--- src/hw/rtl/phi_pkg.sv ---
// Package for the 2x2 phi coefficient block.
// Holds the request payload types and the fixed field widths; no dependencies.
package phi_pkg;

    // Fixed widths of the payload fields.
    localparam int CountFieldW = 12;
    localparam int PhiFieldW   = 17;

    // Input request: the four cell counts of one table.
    typedef struct packed {
        logic [CountFieldW-1:0] count_top_left;
        logic [CountFieldW-1:0] count_top_right;
        logic [CountFieldW-1:0] count_bottom_left;
        logic [CountFieldW-1:0] count_bottom_right;
    } t_in_req;

    // Output request: scaled phi and the empty margin flag.
    typedef struct packed {
        logic [PhiFieldW-1:0] phi_scaled;
        logic                 empty_margin;
    } t_out_req;

endpackage

--- src/hw/rtl/phi_front.sv ---
// Front end of the phi pipeline: margins, cross products, P and D squared.
// Three register stages, each loaded by its own enable. Depends on phi_pkg.
module phi_front
    import phi_pkg::*;
#(
    parameter int CWE = 12
) (
    input  logic                i_clk,
    input  logic [2:0]          i_en,
    input  t_in_req             i_req,
    output logic [4*CWE+3:0]    o_p,
    output logic [4*CWE-1:0]    o_dsq,
    output logic                o_empty
);
    localparam int MW = CWE + 1;

    logic [CWE-1:0] a, b, c, d;
    logic [MW-1:0]  r_row1, r_row2, r_col1, r_col2;
    logic [2*CWE-1:0] r_ad, r_bc;
    logic [2*MW-1:0]  r_m1, r_m2;
    logic [2*CWE-1:0] r_diff;
    logic             r_empty_b;
    logic [4*CWE+3:0] r_p;
    logic [4*CWE-1:0] r_dsq;
    logic             r_empty_c;

    // Counts are cut to the configured count width.
    assign a = i_req.count_top_left[CWE-1:0];
    assign b = i_req.count_top_right[CWE-1:0];
    assign c = i_req.count_bottom_left[CWE-1:0];
    assign d = i_req.count_bottom_right[CWE-1:0];

    // Stage A: margin sums and the two cross products.
    always_ff @(posedge i_clk) begin
        if (i_en[0]) begin
            r_row1 <= MW'(a) + MW'(b);
            r_row2 <= MW'(c) + MW'(d);
            r_col1 <= MW'(a) + MW'(c);
            r_col2 <= MW'(b) + MW'(d);
            r_ad   <= (2*CWE)'(a) * (2*CWE)'(d);
            r_bc   <= (2*CWE)'(b) * (2*CWE)'(c);
        end
    end

    // Stage B: margin pair products, absolute difference, empty check.
    always_ff @(posedge i_clk) begin
        if (i_en[1]) begin
            r_m1      <= (2*MW)'(r_row1) * (2*MW)'(r_row2);
            r_m2      <= (2*MW)'(r_col1) * (2*MW)'(r_col2);
            r_diff    <= (r_ad >= r_bc) ? (r_ad - r_bc) : (r_bc - r_ad);
            r_empty_b <= (r_row1 == '0) || (r_row2 == '0) ||
                         (r_col1 == '0) || (r_col2 == '0);
        end
    end

    // Stage C: full margin product and squared difference.
    always_ff @(posedge i_clk) begin
        if (i_en[2]) begin
            r_p       <= (4*MW)'(r_m1) * (4*MW)'(r_m2);
            r_dsq     <= (4*CWE)'(r_diff) * (4*CWE)'(r_diff);
            r_empty_c <= r_empty_b;
        end
    end

    assign o_p     = r_p;
    assign o_dsq   = r_dsq;
    assign o_empty = r_empty_c;

endmodule

--- config.mk ---
export PLATFORM = sky130hd
export DESIGN_NAME = phi_front
export DESIGN_NICKNAME = d
export VERILOG_FILES = /design/src/hw/rtl/phi_pkg.sv /design/src/hw/rtl/phi_front.sv
export SDC_FILE = /design/constraint.sdc
export NUM_CORES = 2
export LEC_CHECK = 0
export BUFFER_PORTS_ARGS = -buffer_cell sky130_fd_sc_hd__buf_2
export CELL_PAD_IN_SITES_DETAIL_PLACEMENT = 0
export CELL_PAD_IN_SITES_GLOBAL_PLACEMENT = 1
export CORE_MARGIN = 2
export CORE_UTILIZATION = 50
export DETAILED_ROUTE_END_ITERATION = 10
export GPL_ROUTABILITY_DRIVEN = 0
export PLACE_DENSITY_LB_ADDON = 0.2
export SLEW_MARGIN = 15
export SYNTH_ARGS = -nofsm -noshare
export SYNTH_HDL_FRONTEND = slang
export SYNTH_SLANG_ARGS = --single-unit
--- constraint.sdc ---
create_clock -name i_clk -period 8.9 [get_ports i_clk]
set_input_delay 1.78 -clock i_clk [delete_from_list [all_inputs] [get_ports i_clk]]
set_output_delay 1.78 -clock i_clk [all_outputs]
set_load 0.02 [all_outputs]
==> out/qor.txt <==
Net count, final: 9,718
f_max: 124 MHz
clk_lat worst skew: 0.65 ns
outcome: completed
Row Count: 138
commonest cells after routing, fill and taps aside: inv_1, fa_1, nand2_1
max-cap viol count: 0
Antenna Cells: 0
DRT Pass-1 Iters: 7
Yosys cell types: 82
Vias: 49,100
antenna violations before repair: 1
critical path startpoint: r_m2[6]$_DFFE_PP_
Mapped Cells: 7,543
commonest non-fill, non-tap cell in the layout: inv_1
Hold Fails Final Rpt: 0
register area share after synthesis: 11.8%
Max Fanout on Critical Path: 26
post-synthesis async set-or-reset flop share: 0%
P&R area growth vs syn: 5.35%
CTS Buf Count: 41
DRC viols: 0
core area: 0.141 mm²
Hold WC Path Type: flop to flop
setup TNS: 0 ns
Top FF cell, synth: edfxtp_1
Tmin final: 8.04 ns
Starting DRT DRC Count: 2,739
die area: 0.145 mm²
worst slew pin tran: 1.16 ns
H-Tree Depth: 2
CTS clk-pin slew, worst paths: 0.05 ns
share of cells above drive strength 1: 4.09%
synthesized area: 0.0708 mm²
antenna viol nets, final: 0
Setup Skew: 0.0440 ns
first-pass GRT wire length: 279 mm
cells along the critical path: nand2_1 > fa_1 > inv_1 > fa_1 > inv_1 > fa_1 > fa_1 > inv_1 > fa_1 > fa_1 > inv_1 > fa_1 > inv_1 > ha_1 > a21o_1 > a31oi_1 > nand2b_1 > a211o_1 > nand2_1 > o21ai_0 > a21oi_1 > o21ai_0 > xnor2_1
Via density: 5.21
clk sink count: 277
width of the die: 380 µm
Arrival @ worst endpoint: 8.42 ns
hold_buf cts: 0
vias in the first global route: 52,600
Seq cells post-synth: 277
final WL: 168 mm
hold path start: r_empty_b$_DFFE_PP_
Largest stage delay, worst path: 1.08 ns
final-report setup violation count: 0
slowest CP cell: edfxtp_1
die span in y: 380 µm
placed cells: 9,341
Syn Area/Cell: 9.38 µm²
Clock Path Buffers: 3
Req. time, crit path: 9.28 ns
Critical Path Source Type: flop
FF-to-FF Start: r_m2[6]$_DFFE_PP_
Avg WL per Cell: 17.8 µm
FF/Latch Area: 0.00832 mm²
postcts setup bufs: 0
Max-slew headroom: 22.4%
Crit Path Category: flop to flop
post-route clock period utilization: 90.3%
largest net degree at the start of global routing: 64
non-filler cells, final: 9,417
Tot GR Track Use: 24.0%
Post-synth EDFFs: 277
Detail Placement HPWL: 138 mm
Multi-input gate area: 0.0545 mm²
RSZ-0062 raised after global routing: false
cell with the most instances on the worst path: fa_1
TritonCTS clock tree: yes
IO Pins: 153
CTS root buf: clkbuf_16
cts repair resizes: 0
Initial Util: 50.2%
# port buffers: 151
Syn. warnings: 0
syn nets: 9,767
GRT overflow: 0
filler cell count: 13,000
Crit. End Element: flop
max-slew violation count: 0
[per-layer routing]
metal  wire, µm  vias to the layer above  global-route usage [%]
met1      76600                    25100                    34.5
li1           -                    22600                       -
met2      77600                     1164                    38.6
met4       4590                        2                    6.11
met3       8800                      230                    3.11
met5         13                        -                       0
[critical path, delay by kind of cell, from the launching register on]
| kind | cells | cell delay, ns |
|---|---|---|
| fa+ha+maj | 8 | 3.91 |
| compound gates | 6 | 1.76 |
| flops | 1 | 1.08 |
| simple gates | 3 | 0.55 |
| buf+inv | 5 | 0.26 |
| xor+xnor | 1 | 0.16 |
[synth_stat cells, types with 6 or more instances]
library cell,number,area share [%]
a211oi_1,12,0.13
a21boi_0,13,0.14
a21o_1,101,1.1
a21oi_1,211,1.5
a31oi_1,32,0.28
and2_1,682,6.0
and3_1,24,0.21
buf_1,8,0.042
clkbuf_1,290,1.5
edfxtp_1,277,12
fa_1,1445,41
ha_1,727,13
inv_1,1810,9.6
mux2i_1,17,0.24
nand2_1,1002,5.3
nand2b_1,24,0.21
nand3_1,30,0.21
nand4_1,34,0.30
nor2_1,139,0.74
nor2b_1,36,0.32
nor3_1,46,0.33
nor4_1,12,0.11
o211ai_1,14,0.15
o21a_1,25,0.27
o21ai_0,112,0.79
o21ai_1,6,0.042
o21bai_1,39,0.41
o31a_1,8,0.099
o31ai_1,9,0.095
or2_2,12,0.11
or3_1,15,0.13
xnor2_1,162,2.0
xor2_1,69,0.85
[per-stage QoR]
stage                     hold slack (ns)  instance area (µm²)  worst slack (ns)  utilization (%)
after floorplan                     0.400                70800              1.94                -
after global placement              0.575                73200              1.00             51.9
after detailed placement            0.564                73200             0.962             51.9
after CTS                           0.574                74600             0.940             52.9
after global routing                0.553                74600             0.497             52.9
final                               0.561                74600             0.861             52.9
[final timing paths]
| check | slack [ns] | to | cells after the start |
|---|---|---|---|
| worst min register to register | 0.56 | o_empty$_DFFE_PP_ | 0 |
| worst max-delay path | 0.86 | o_p[51]$_DFFE_PP_ | 23 |
| worst min-delay path | 0.56 | o_empty$_DFFE_PP_ | 0 |
| worst max register to register | 0.86 | o_p[51]$_DFFE_PP_ | 23 |
[kinds of logic (layout without fill, tap and decap cells)]
logic type,Yosys count,count (layout),synth area share (%)
multiplexers,20,20,0.288
buffers and inverters,2119,2103,11.3
flip-flops,277,277,11.8
other,1,1,0.00530
XOR/XNOR,231,231,2.86
AO/OA/AOI/OAI,645,645,5.83
adder cells (fa/ha/maj),2172,2172,53.7
AND/OR/NAND/NOR,2078,2078,14.3
[final cells by class]
cell class                      count  area share (%)
Timing Repair Buffer              215            1.67
Clock inverter                     31           0.426
Multi-Input combinational cell   5147            73.1
Tap cell                         1890            3.17
Inverter                         1812            9.12
Clock buffer                       45            1.40
Sequential cell                   277            11.2
[registers in the layout (all words and copies together), names as in the netlist]
register / flops
r_bc: 24
o_dsq: 47
r_row1: 13
r_empty_b: 1
o_p: 52
r_ad: 24
r_diff: 24
r_col1: 13
o_empty: 1
r_m2: 26
r_col2: 13
r_row2: 13
r_m1: 26
Power is left out: the tool's default activity adds up to more than one toggle a clock period on the data nets, which glitch-free logic cannot reach.
