File: config.mk
export PLATFORM = sky130hd
export DESIGN_NAME = phi_root
export DESIGN_NICKNAME = d
export VERILOG_FILES = /design/src/hw/rtl/phi_pkg.sv /design/src/hw/rtl/phi_root.sv
export SDC_FILE = /design/constraint.sdc
export NUM_CORES = 1
export LEC_CHECK = 0
export BUFFER_PORTS_ARGS = -buffer_cell sky130_fd_sc_hd__buf_2
export CAP_MARGIN = 20
export CORE_ASPECT_RATIO = 1.5
export CORE_MARGIN = 2
export CORE_UTILIZATION = 53
export DETAILED_ROUTE_END_ITERATION = 8
export PLACE_DENSITY_LB_ADDON = 0.15
export SLEW_MARGIN = 20
export SYNTH_ARGS = -nofsm -noshare
export SYNTH_HDL_FRONTEND = slang
export SYNTH_SLANG_ARGS = --single-unit
File: constraint.sdc
create_clock -name i_clk -period 7 [get_ports i_clk]
set_input_delay 1.4 -clock i_clk [delete_from_list [all_inputs] [get_ports i_clk]]
set_output_delay 1.4 -clock i_clk [all_outputs]
set_load 0.03 [all_outputs]
File: src/hw/rtl/phi_pkg.sv
// Package for the 2x2 phi coefficient block.
// Holds the request payload types and the fixed field widths; no dependencies.
package phi_pkg;

    // Fixed widths of the payload fields.
    localparam int CountFieldW = 12;
    localparam int PhiFieldW   = 17;

    // Input request: the four cell counts of one table.
    typedef struct packed {
        logic [CountFieldW-1:0] count_top_left;
        logic [CountFieldW-1:0] count_top_right;
        logic [CountFieldW-1:0] count_bottom_left;
        logic [CountFieldW-1:0] count_bottom_right;
    } t_in_req;

    // Output request: scaled phi and the empty margin flag.
    typedef struct packed {
        logic [PhiFieldW-1:0] phi_scaled;
        logic                 empty_margin;
    } t_out_req;

endpackage

File: src/hw/rtl/phi_root.sv
// One bit stage of the restoring search for the largest q with q*q*P <= N.
// Keeps the residual N - q*q*P and q*P so each step is shift, add, compare.
module phi_root
    import phi_pkg::*;
#(
    parameter int W   = 72,
    parameter int PW  = 52,
    parameter int QW  = 17,
    parameter int BIT = 0
) (
    input  logic          i_clk,
    input  logic          i_en,
    input  logic [W-1:0]  i_r,
    input  logic [W-1:0]  i_qp,
    input  logic [QW-1:0] i_q,
    input  logic [PW-1:0] i_p,
    input  logic          i_empty,
    output logic [W-1:0]  o_r,
    output logic [W-1:0]  o_qp,
    output logic [QW-1:0] o_q,
    output logic [PW-1:0] o_p,
    output logic          o_empty
);
    logic [W-1:0]  p_ext, t, n_r, n_qp;
    logic [QW-1:0] n_q;
    logic          take;
    logic [W-1:0]  r_r, r_qp;
    logic [QW-1:0] r_q;
    logic [PW-1:0] r_p;
    logic          r_empty;

    // Trial: (q + 2^k)^2 P - q^2 P = 2^(k+1) qP + 2^(2k) P.
    always_comb begin
        p_ext = W'(i_p);
        t     = (i_qp << (BIT + 1)) + (p_ext << (2 * BIT));
        take  = (i_r >= t);
        n_r   = take ? (i_r - t) : i_r;
        n_qp  = take ? (i_qp + (p_ext << BIT)) : i_qp;
        n_q   = i_q;
        n_q[BIT] = take;
    end

    always_ff @(posedge i_clk) begin
        if (i_en) begin
            r_r     <= n_r;
            r_qp    <= n_qp;
            r_q     <= n_q;
            r_p     <= i_p;
            r_empty <= i_empty;
        end
    end

    assign o_r     = r_r;
    assign o_qp    = r_qp;
    assign o_q     = r_q;
    assign o_p     = r_p;
    assign o_empty = r_empty;

endmodule

==> results of run 1 <==
state kept, by name (all words and copies together), names as in the netlist:
name     flops
o_empty      1
o_p         52
o_q         17
o_qp        72
o_r         72
cells in the mapped netlist (27+ instances only):
cell	count
mux2_2	35
buf_2	32
nor3_1	40
a21oi_1	294
a21o_1	96
nand2_1	161
nand3_1	53
xor2_1	96
a31oi_1	27
nor2_1	205
nand4_1	50
xnor2_1	103
o21bai_1	36
ha_1	175
edfxtp_1	214
inv_1	59
clkbuf_1	46
o21ai_0	97
stage by stage:
step,util,total power [µW],std cells
CTS,0.691,5740,3254
floorplan,-,3510,2110
global placement,0.669,4430,3210
global route,0.692,6060,3270
detailed placement,0.669,4470,3210
finish,0.692,5760,3273
cell families (layout without fill, tap and decap cells):
logic type | count (synthesis) | after routing | share of synthesized area
other | 0 | 19 | 0
multiplexers | 37 | 37 | 0.0218
flip-flops | 214 | 214 | 0.338
AO/OA/AOI/OAI | 718 | 718 | 0.240
adder cells (fa/ha/maj) | 178 | 178 | 0.118
buffers and inverters | 151 | 822 | 0.0371
XOR/XNOR | 199 | 199 | 0.0918
AND/OR/NAND/NOR | 613 | 613 | 0.153
final cells by class:
class	count	share of cell area
tap	473	0.0243
multi-input combinational	1745	0.488
inverter	59	0.00908
clock buffer	27	0.0260
clock inverter	17	0.00534
sequential	214	0.264
timing repair buffer	719	0.182
antenna	19	0.00195
power breakdown:
group	leakage, µW	total, µW	switching [µW]	internal (µW)
sequential	0.00210	1690	52.6	1630
combinational	0.00843	2820	1710	1110
clock	0.000365	1250	561	691
total	0.0109	5760	2320	3430
final timing paths:
kind                  endpoint  slack (ns)  cells after the start
worst max-delay path  o_qp[29]        0.39                     25
worst min-delay path   o_q[15]        1.01                      1
metal layers:
layer | part of all wire | GRT usage | up-vias
met3 | 0.061 | 0.0562 | 214
li1 | - | - | 9229
met1 | 0.36 | 0.362 | 8994
met4 | 0.063 | 0.203 | 14
met5 | 0.0012 | 0 | -
met2 | 0.51 | 0.610 | 755
repair_timing:
item / 4_1_cts / 5_1_grt
endpoints found under the hold margin: 0 / 0
setup endpoints to repair: 0 / 40
resized for setup: 0 / 2
==> flow_summary.yaml, run 1 <==
yosys:
  netlist.area_leader.share: 0.338
  yosys.area.top_type: "edfxtp_1"
  synth_flop_cell: "edfxtp_1"
  yosys_warnings: 0
  netlist_area_um2: 19000
  postSynth.asyncResetShare: 0
  yosysUniqueCellTypes: 83
  netlist_top_cells_area: "edfxtp_1 (34%), ha_1 (12%), a21oi_1 (7.7%), xnor2_1 (4.7%), xor2_1 (4.4%)"
  synth_fp_nets: 2504
  syn_inst: 2110
  ys_seq_elements: 214
  yosysSeqAreaShare: 0.338
  synth_edf_count: 214
  avgSynthCellArea_um2: 9.00
clock_tree:
  post_cts_buffers: 0
  hold_buffers: 0
  cts.sinks: 214
  root_buffer: "clkbuf_16"
  clock_path_buffers: 3
  clk_pin_slew_ns: 0.06
  cts_tree: "done"
  numCtsBuffers: 24
  cts.htree.levels: 1
worst_setup_path:
  path_class: "in2reg"
  critPathMaxStageDelay_ns: 0.46
  critPathTopFamily: "compound AO/OA/AOI/OAI gates"
  cp.arrival_ns: 6.90
  critPathLaunch: "i_qp[1]"
  critPathSlowestCell: "a221o_4"
  worst-path-buf-inv: 5
  cp.required_ns: 7.30
  critPathCaptureType: "flip-flop"
  crit_fanout: 28
  startpoint_type: "primary input"
power:
  ir_drop_uv: 205
  powerDensity_nw_per_um2: 236
  leakage_uw: 0.0109
global_routing:
  grt_pass1_vias: 19100
  grt_max_degree: 114
  grtUsageTotal: 0.338
  antenna_found_initial: 25
  grt_pass1_wl_mm: 99.4
  overflow: 0
placed_design:
  gp_congestion: 0.962
  io_buffers: 428
  dpl_worst_slack_ns: -0.270
  place_area_um2: 23600
  hpwl_mm: 53.0
route:
  via_per_inst: 5.87
  totalWireLength_mm: 65.1
  drt_iter0_drc: 1185
  dr.pass1.iters: 7
  vias: 19200
  drc: 0
  final_antenna_net_count: 0
  wl_per_cell_um: 19.9
finish:
  fillers: 2873
  layout.cells.most_common: "buf_2"
  fin_area_um2: 24400
  synthToLayoutAreaGrowth_pct: 28.3
  multi_input_area_um2: 11900
  final_cell_mix: "buf_2 (427), a21oi_1 (294), buf_4 (283), edfxtp_1 (214), nor2_1 (205)"
  nets: 3157
  layout-drive-gt1-share: 0.297
  seq_area_um2: 6430
floorplanning:
  chipHeight_um: 236
  die_x_um: 159
  rows: 84
  initial_core_util: 0.540
  coreArea_um2: 35200
  ioPinCount: 430
  dieArea_um2: 37400
timing:
  worst_pin_slew_ns: 1.01
  period_share: 0.944
  fin_tns_setup_ns: 0
  hold_viol: 0
  hold_slack_ns: 1.01
  relSlewSlack: 0.324
  setup_viol: 0
  period_minus_slack_ns: 6.61
  fmax_mhz: 151
  postLayoutSetupSlackWorst_ns: 0.395
  grt_setup_unrepaired: "false"
  drv_slew: 0
min_path:
  hp-class: "in2reg"
  holdCritStartpoint: "i_q[15]"
status:
  outcome: "finished clean"
run:
  maxCapViolCount: 0
Power figures use the tool's default switching activity.
==> inputs of run 2 (changes only) <==
ABC_AREA = 1   (was not set)
==> run 2 against run 1 <==
Net effect:
- sequential power is essentially flat
- area after synthesis is 27% higher
- core utilization shrank 7.8 points
- final cell count increased by 53%
- flip-flop and latch count stayed put
- die area rose by 26%
- worst hold slack worse by 0.0033 ns
- first-iteration DRC count rose by 83%
- fmax is 11% higher
- critical path type unchanged
==> flow_summary.yaml, run 2 <==
timing:
  drv_slew: 0
  setup_viol: 0
  fin_tns_setup_ns: 0
  period_share: 0.851
  hold_viol: 0
  relSlewSlack: 0.328
  worst_pin_slew_ns: 1.00
  fmax_mhz: 168
  grt_setup_unrepaired: "false"
  period_minus_slack_ns: 5.96
  hold_slack_ns: 1.01
worst_setup_path:
  critPathCaptureType: "flip-flop"
  critPathSlowestCell: "buf_4"
  crit_fanout: 48
  path_class: "in2reg"
  endpoint: "o_qp[50]"
  critPathTopFamily: "simple AND/OR/NAND/NOR gates"
  cp.required_ns: 7.41
  critPathMaxStageDelay_ns: 0.52
  crit_cells: 30
  startpoint_type: "primary input"
  cp.arrival_ns: 6.37
  worst-path-buf-inv: 3
  critPathLaunch: "i_qp[0]"
  crit_top_cell: "nand2_1"
power:
  powerDensity_nw_per_um2: 213
  leakage_uw: 0.0148
  ir_drop_uv: 207
  total_power_uw: 5860
placed_design:
  gp_congestion: 1.07
  hpwl_mm: 86.2
  io_buffers: 428
clock_tree:
  hold_buffers: 0
  numCtsBuffers: 22
  post_cts_buffers: 0
  cts.sinks: 214
  cts_tree: "done"
  clk_pin_slew_ns: 0.06
  root_buffer: "clkbuf_16"
  cts.htree.levels: 1
  ctsResizeCount: 0
  clock_path_buffers: 3
route:
  totalWireLength_mm: 102
  dr.pass1.iters: 6
  via_per_inst: 5.54
  drc: 0
  final_antenna_net_count: 0
  wl_per_cell_um: 20.4
  vias: 27700
  drt_iter0_drc: 2171
min_path:
  hp-class: "in2reg"
floorplanning:
  die_x_um: 178
  rows: 95
  chipHeight_um: 265
  dieArea_um2: 47200
  coreArea_um2: 44800
  initial_core_util: 0.538
  ioPinCount: 430
finish:
  fillers: 4562
  nets: 4796
  layout.cells.most_common: "nand2_1"
  synthToLayoutAreaGrowth_pct: 14.2
  final_cell_mix: "nand2_1 (1639), inv_1 (638), buf_2 (427), nor2_1 (381), a21oi_1 (238)"
  layout-drive-gt1-share: 0.112
yosys:
  avgSynthCellArea_um2: 6.07
  ys_seq_elements: 214
  synth.top_cells.by_count: "nand2_1 (1639), inv_1 (638), nor2_1 (381), a21oi_1 (238), nand3_1 (215)"
  netlist_top_cells_area: "edfxtp_1 (27%), nand2_1 (26%), inv_1 (9.9%), ha_1 (9.1%), nor2_1 (5.9%)"
  synth_flop_cell: "edfxtp_1"
  yosys.area.top_type: "edfxtp_1"
  synth_edf_count: 214
  synth_fp_nets: 4367
  netlist_area_um2: 24100
  netlist.area_leader.share: 0.267
  postSynth.asyncResetShare: 0
  synth.most_common_cell: "nand2_1"
  yosysUniqueCellTypes: 38
  syn_inst: 3973
  yosys_warnings: 0
  yosysSeqAreaShare: 0.267
run:
  maxCapViolCount: 0
global_routing:
  overflow: 0
  grtUsageTotal: 0.427
  grt_pass1_vias: 27200
  antenna_found_initial: 2
  grt_max_degree: 111
  grt_pass1_wl_mm: 150
status:
  outcome: "finished clean"
run 2: logic make-up (layout without fill, tap and decap cells):
| kind of cell | count (synthesis) | count (layout) | synth area share |
|---|---|---|---|
| AND/OR/NAND/NOR | 2375 | 2375 | 0.396 |
| buffers and inverters | 686 | 1129 | 0.113 |
| AO/OA/AOI/OAI | 404 | 404 | 0.0887 |
| flip-flops | 214 | 214 | 0.267 |
| adder cells (fa/ha/maj) | 178 | 178 | 0.0933 |
| XOR/XNOR | 116 | 116 | 0.0421 |
| other | 0 | 2 | 0 |
run 2: cell type report:
class                   instances  area (µm²)  share of cell area
multi-input cells            3073       15000               0.543
inverters                     655        2460              0.0894
clock buffers                  27         591              0.0215
well taps                     582         728              0.0265
diodes                          2        5.00            0.000182
flip-flops and latches        214        6430               0.233
repair buffers                436        2260              0.0821
clock inverters                11        98.8             0.00359
run 2: power by group:
part           total (µW)  internal [µW]  switching (µW)
Combinational        2990            853            2130
Clock                1200            667             532
Sequential           1670           1630            40.9
Total                5860           3150            2710
run 2: worst min-delay path by stage:
| stage | startpoint | end | slack [ns] | cells past startpoint |
|---|---|---|---|---|
| 2_1_floorplan | i_empty | o_empty | 1.50 | 0 |
| 3_3_place_gp | i_q[9] | o_q[9] | 1.58 | 1 |
| 3_5_place_dp | i_q[14] | o_q[14] | 1.58 | 1 |
| 4_1_cts | i_q[9] | o_q[9] | 1.00 | 1 |
| 5_1_grt | i_q[9] | o_q[9] | 1.01 | 1 |
| 6_report | i_q[14] | o_q[14] | 1.01 | 1 |
run 2: through the flow:
stage               std cells  setup slack (ns)   util  cell area (µm²)
global placement         4960             0.629  0.599            26800
CTS                      4998              1.13  0.614            27500
finish                   5000              1.04  0.614            27500
floorplan                3973              2.13      -            24100
global route             5000             0.687  0.614            27500
detailed placement       4960             0.578  0.599            26800
run 2: routing by layer:
metal / track usage / vias to the layer above / share of wire
li1: - / 13400 / -
met1: 0.424 / 12400 / 0.33
met2: 0.742 / 1395 / 0.48
met3: 0.0623 / 460 / 0.071
met4: 0.421 / 0 / 0.12
met5: 0 / - / 0
